`config.mk`:
```
export PLATFORM = sky130hd
export DESIGN_NAME = uvdc_sqrt
export DESIGN_NICKNAME = d
export VERILOG_FILES = /design/src/design/uvdc_pkg.sv /design/src/design/uvdc_sqrt.sv
export SDC_FILE = /design/constraint.sdc
export NUM_CORES = 2
export LEC_CHECK = 0
export BUFFER_PORTS_ARGS = -buffer_cell sky130_fd_sc_hd__buf_2
export CAP_MARGIN = 20
export CORE_MARGIN = 3
export CORE_UTILIZATION = 40
export CTS_CLUSTER_DIAMETER = 80
export DETAILED_ROUTE_END_ITERATION = 12
export GPL_ROUTABILITY_DRIVEN = 0
export HOLD_SLACK_MARGIN = 0.1
export PLACE_DENSITY = 0.6
export REMOVE_ABC_BUFFERS = 1
export SLEW_MARGIN = 20
export SYNTH_ARGS = -nofsm -noshare
export SYNTH_HDL_FRONTEND = slang
export SYNTH_SLANG_ARGS = --single-unit
```
`constraint.sdc`:
```
create_clock -name clk -period 6.8 [get_ports clk]
set_input_delay 0.34 -clock clk [delete_from_list [all_inputs] [get_ports clk]]
set_output_delay 0.34 -clock clk [all_outputs]
set_load 0.02 [all_outputs]
```
`src/design/uvdc_pkg.sv`:
```
package uvdc_pkg;

  // Input component width (two's complement Q8.8)
  localparam int CW     = 16;
  localparam int MAG_W  = CW;              // |c| fits unsigned, most negative included
  localparam int SQ_W   = 2 * CW - 1;      // |c|^2
  localparam int SUM_W  = 2 * CW;          // sum of three squares
  localparam int MSB_W  = $clog2(SUM_W);
  localparam int T_W    = 64;              // normalized radicand
  localparam int LZ_W   = 7;
  localparam int K_W    = 5;               // half of the normalizing shift
  localparam int K_MAX  = 31;
  localparam int R_W    = 32;              // square root width
  localparam int FRAC   = 14;              // Q1.14 fraction bits
  localparam int Q_W    = FRAC + 1;        // quotient magnitude bits
  localparam int UW     = 16;              // unit component / result width
  localparam int NUM_W  = MAG_W + K_MAX;
  localparam int DIV_W  = NUM_W + FRAC + 1;
  localparam int P_W    = 2 * UW;          // product of two unit components
  localparam int S_W    = P_W + 2;         // sum of up to three products
  localparam int Q14_ONE = 16384;

  typedef logic [2:0][CW-1:0] vec_t;
  typedef logic [2:0][UW-1:0] uvec_t;

  // What travels beside the radicand of one vector
  typedef struct packed {
    logic [2:0][MAG_W-1:0] mag;
    logic [2:0]            neg;
    logic [K_W-1:0]        k;
    logic                  zero;
  } vside_t;

endpackage

```
`src/design/uvdc_sqrt.sv`:
```
module uvdc_sqrt (
  input  logic             clk,
  input  logic             ce,
  input  logic [63:0]      t_in,
  input  uvdc_pkg::vside_t side_in,
  output logic [31:0]      root,
  output uvdc_pkg::vside_t side_out
);
  import uvdc_pkg::*;

  logic [T_W-1:0] n_st [0:R_W];
  logic [T_W-1:0] r_st [0:R_W];
  vside_t         sd_st [0:R_W];

  assign n_st[0]  = t_in;
  assign r_st[0]  = '0;
  assign sd_st[0] = side_in;

  // One result bit per stage
  for (genvar g = 0; g < R_W; g++) begin : g_step
    localparam logic [T_W-1:0] BIT = T_W'(1) << (T_W - 2 - 2 * g);
    logic [T_W-1:0] trial;
    logic           ge;
    assign trial = r_st[g] + BIT;
    assign ge    = (n_st[g] >= trial);
    always_ff @(posedge clk) begin
      if (ce) begin
        n_st[g+1]  <= ge ? n_st[g] - trial : n_st[g];
        r_st[g+1]  <= ge ? (r_st[g] >> 1) + BIT : r_st[g] >> 1;
        sd_st[g+1] <= sd_st[g];
      end
    end
  end

  assign root     = r_st[R_W][R_W-1:0];
  assign side_out = sd_st[R_W];

endmodule

```
# == Word level (Yosys, flattened, before mapping) ==
# Cells that the tools add are included.
# word_totals
mem_count,0
ff_bits,5824
latch_bits,0
mem_bits_ro,0
output_inout_bits,89
input_bits,123
mem_bits_rw,0
# classes
eq_ne,0
n_shift,0
div_mod_pow,0
n_mux,63
n_lt_le_gt_ge,32
bitwise_logic,0
n_addsub,93
n_reduce_logical,0
n_mul,0
# ops
op,n
greater-or-equal comparator 64 bit,31
2-to-1 mux 64 bit,31
2-to-1 mux 63 bit,31
subtractor 64 bit,30
"adder 63 x 11 -> 64 bit, second input constant",1
"adder 63 x 13 -> 64 bit, second input constant",1
"adder 63 x 15 -> 64 bit, second input constant",1
"adder 63 x 17 -> 64 bit, second input constant",1
"adder 63 x 19 -> 64 bit, second input constant",1
"adder 63 x 21 -> 64 bit, second input constant",1
"adder 63 x 23 -> 64 bit, second input constant",1
"adder 63 x 25 -> 64 bit, second input constant",1
"adder 63 x 27 -> 64 bit, second input constant",1
"adder 63 x 29 -> 64 bit, second input constant",1
"adder 63 x 3 -> 64 bit, second input constant",1
"adder 63 x 31 -> 64 bit, second input constant",1
"adder 63 x 33 -> 64 bit, second input constant",1
"adder 63 x 35 -> 64 bit, second input constant",1
"adder 63 x 37 -> 64 bit, second input constant",1
"adder 63 x 39 -> 64 bit, second input constant",1
"adder 63 x 41 -> 64 bit, second input constant",1
"adder 63 x 43 -> 64 bit, second input constant",1
"adder 63 x 45 -> 64 bit, second input constant",1
"adder 63 x 47 -> 64 bit, second input constant",1
45 further kinds,45

# == Depth between registers and ports, before layout ==
# logic_depth
word_depth,3
mapped_depth,15
mapped_depth_nobuf,12

# == Least setup slack after synthesis ==
# OpenSTA, ideal clock, no wires.
# synth_timing
path_type,register to register
start,register n_st[419] (netlist name)
end,register n_st[376] (netlist name) (data pin)
path_stages_with_launch,15
synth_period_minus_slack_ps,3335
slack_ps,3465
n_path_buf,3
t_arrival_ps,3064
cell_sequence,edfxtp_1 -> ha_1 -> buf_2 -> nand4_1 -> or4_1 -> or2_1 -> o31ai_1 -> nor2_1 -> o21a_1 -> buf_2 -> inv_4 -> nand2b_1 -> buf_2 -> nor4_1 -> xor2_1
# synth_via
elab_chain_cells,2
# synth_lines
item,line_no,source
start: declaration,uvdc_sqrt.sv:11,logic [T_W-1:0] n_st [0:R_W];
start signal: indexed assignment,uvdc_sqrt.sv:28,n_st[g+1] <= ge ? n_st[g] - trial : n_st[g];
subtractor 64 bit / greater-or-equal comparator 64 bit (equally long branches),"uvdc_sqrt.sv:28, uvdc_sqrt.sv:25",
2-to-1 mux 64 bit *,uvdc_sqrt.sv:28,
# Every way passes the cells marked *; elsewhere a longest branch is shown, timed or not.
# A chain may end at the register's enable or synchronous reset.

# == Final worst setup path ==
# layout_timing
start,register n_st[132] (netlist name)
end,register n_st[126] (netlist name) (data pin)
# The elaborated chain is that of the path after synthesis.

==> results.md <==
* Outcome: complete, no violations
* Final Max Slew Viols at 0
* Later-pin clock latency in the skew report at 1.04 ns
* Worst hold path startpoint: t_in[62]
* CTS Sinks at 4336
* Final Cycle Share at 0.676
* HPWL Detailed at 251000 um
* Hold path depth at 4
* Pin count of the biggest net entering global routing at 192
* # DRC at 0
* Initial antenna violation count at 15
* Peak supply drop at 0.266 mV
* Via count at 94400
* Total grt overflow at 0
* Io pins at 212
* Layout cells sized above 1 at 0.0838
* Commonest non-fill, non-tap cell in the layout: edfxtp_1
* H-tree depth at 5
* Syn Std Cell Area at 177000 um^2
* Final setup viols at 0
* R2r endpoint: n_st[126]
* Post-CTS setup buffer count at 0
* Final nets at 13100
* 1st-pass router iterations at 6
* Highest-count cells in the layout ignoring fill and taps: 4336 x edfxtp_1, 696 x inv_1, 643 x nand2_1
* Hold Crit Class: input pin to register
* Area share of the largest cell type after synthesis at 0.737
* FFs w/ async S/R, synth at 0
* Synth warn at 0
* Number of synthesized register bits at 4336
* Synth Instances at 11700
* Starting Density at 0.403
* Clk_skew at 0.144 ns
* Worst rel slew slack at 0.244
* Tmin final at 4.60 ns
* Post-synthesis cell type count at 97
* First-pass GRT wire length at 545000 um
* RSZ-0062 raised after global routing: no
* Fillers at 38100
* Worst Hold Margin at 0.277 ns
* WL/cell at 19.0 um
* Post-DRT Antenna Nets at 0
* Port bufs at 211
* R2r setup slk at 2.20 ns
* Critical path peak fanout at 9
* Required @ worst endpoint at 7.43 ns
* Core region area at 439000 um^2
* Max frequency at 218 MHz
* Area contributors post-synth: edfxtp_1 74%, ha_1 4.0%, xnor2_1 2.4%
* CTS resizes at 0
* Total track usage at 0.153
* Final TNS setup at 0 ns
* Number of global-route vias before repair at 93700
* R2r worst-path depth at 10
* Yosys top cell by area: edfxtp_1
* Leakage at 72.6 nW
* Worst-margin pin slew at 1.12 ns
* Crit start category: register
* Die area at 450000 um^2
* CTS tree: done
* Post-synthesis area per instance at 15.2 um^2
* Die X-Extent at 671 um
* Critical Path Sink Type: register
* Final Hold Violating Endpoints at 0
* Max Cap Viol at 0
* P&R area growth vs syn at 14.4%
* Clk root buf: clkbuf_16
* CTS Buf Count at 448
* Cell area power density at 340 nW/um^2
* Post-synth EDFFs at 4336
* Register area share after synthesis at 0.737
* Vias per cell at 5.06
* CTS clk-pin slew, worst paths at 0.06 ns
* Hold EP: n_st[2046]
* Total Wirelength at 355000 um
* Initial DRC count at 7182
* Maximum clock path buffer count at 4
* Synth Flop Type: edfxtp_1
* Origin of the critical flop-to-flop path: n_st[132]
* CP Class: register to register
* Row Count at 243
* Chip height at 671 um
* CTS hold repair buffers at 243
* CP Data Arrival Time at 5.23 ns
-- synth_stat cells (25+ instances only) --
cell       number
a2111oi_0      25
a211oi_1       43
a21o_1        238
a21oi_1       618
a31oi_1        54
and2_1         35
and3_1         52
buf_2          34
buf_4          61
clkbuf_1      168
edfxtp_1     4336
ha_1          558
inv_1         696
mux2_1         29
mux2_2         25
nand2_1       643
nand2b_1       93
nand3_1       187
nand3b_1       35
nand4_1       174
nand4b_1       34
nor2_1        621
nor2b_1        86
nor3_1        257
nor4_1        357
nor4b_1        50
o211ai_1       26
o21a_1        122
o21ai_0       380
o21ai_1        94
o21bai_1       65
o31ai_1        46
or3_1          98
or4_1          71
xnor2_1       487
xor2_1        403
-- metal layers --
| metal | up-vias | global-route usage | wire length (um) |
|---|---|---|---|
| li1 | 45900 | - | - |
| met1 | 45700 | 0.179 | 141000 |
| met2 | 2087 | 0.277 | 183000 |
| met3 | 761 | 0.0204 | 13400 |
| met4 | 0 | 0.0736 | 17300 |
| met5 | - | 0 | 0 |
-- worst max-delay path by stage --
| stage | slack (ns) | from | end | cells past startpoint |
|---|---|---|---|---|
| floorplan | 1.50 | n_st[820] | n_st[757] | 9 |
| global placement | 1.89 | n_st[436] | n_st[365] | 10 |
| detailed placement | 2.25 | n_st[435] | n_st[377] | 10 |
| CTS | 2.25 | n_st[435] | n_st[377] | 10 |
| global route | 1.96 | n_st[132] | n_st[126] | 10 |
| finish | 2.20 | n_st[132] | n_st[126] | 10 |
-- through the flow --
stage	cell area, um^2	total power [W]	worst slack [ns]	cells	utilization
final	202000	0.0687	2.20	18700	0.460
after global placement	185000	0.0448	1.89	17600	0.421
after detailed placement	185000	0.0449	2.25	17600	0.421
after floorplan	175000	0.0413	1.50	11400	-
after CTS	202000	0.0694	2.25	18600	0.460
after global routing	202000	0.0719	1.96	18700	0.460
-- worst max-delay path: stages (launching register included) --
cell and delay, ns:
edfxtp_1 0.39, ha_1 0.38, nor2b_1 0.17, o31a_1 0.28
o31ai_1 0.70, a31oi_1 0.27, a21oi_1 0.73, o21bai_1 0.31
a211oi_2 0.66, nand4b_1 0.19, xnor2_1 0.16
-- sequential cells by signal, indices dropped and copies added (netlist names) --
name	cells
r_st	496
side_out	57
n_st	1984
sd_st	1767
root	32
-- layout make-up --
| cell class | count | area (um^2) | area share |
|---|---|---|---|
| multi-input cells | 6341 | 42700 | 0.211 |
| clock inverters | 292 | 3140 | 0.0155 |
| inverters | 708 | 2660 | 0.0132 |
| flip-flops and latches | 4336 | 130000 | 0.644 |
| diodes | 23 | 57.6 | 0.000285 |
| clock buffers | 533 | 11600 | 0.0572 |
| well taps | 5880 | 7360 | 0.0364 |
| repair buffers | 549 | 4500 | 0.0222 |
-- cells by family (layout without fill, tap and decap cells) --
kind of cell | after synthesis | count (layout) | share of synthesized area
buffers and inverters | 987 | 2082 | 0.0225
AOI/OAI and AO/OA | 1921 | 1921 | 0.0676
DFF | 4336 | 4336 | 0.737
xor gates and xnor gates | 890 | 890 | 0.0441
other | 0 | 23 | 0
adders and majority gates | 558 | 558 | 0.0395
muxes | 65 | 65 | 0.00406
and+or+nand+nor | 2907 | 2907 | 0.0856
-- report_power, final --
part | total, W | switching (W) | leakage (nW) | internal, W
clock | 0.0241 | 0.0102 | 7.09 | 0.0140
sequential | 0.0346 | 0.00180 | 42.0 | 0.0328
combinational | 0.00996 | 0.00597 | 23.5 | 0.00399
total | 0.0687 | 0.0179 | 72.6 | 0.0508
Power figures use the tool's default switching activity.
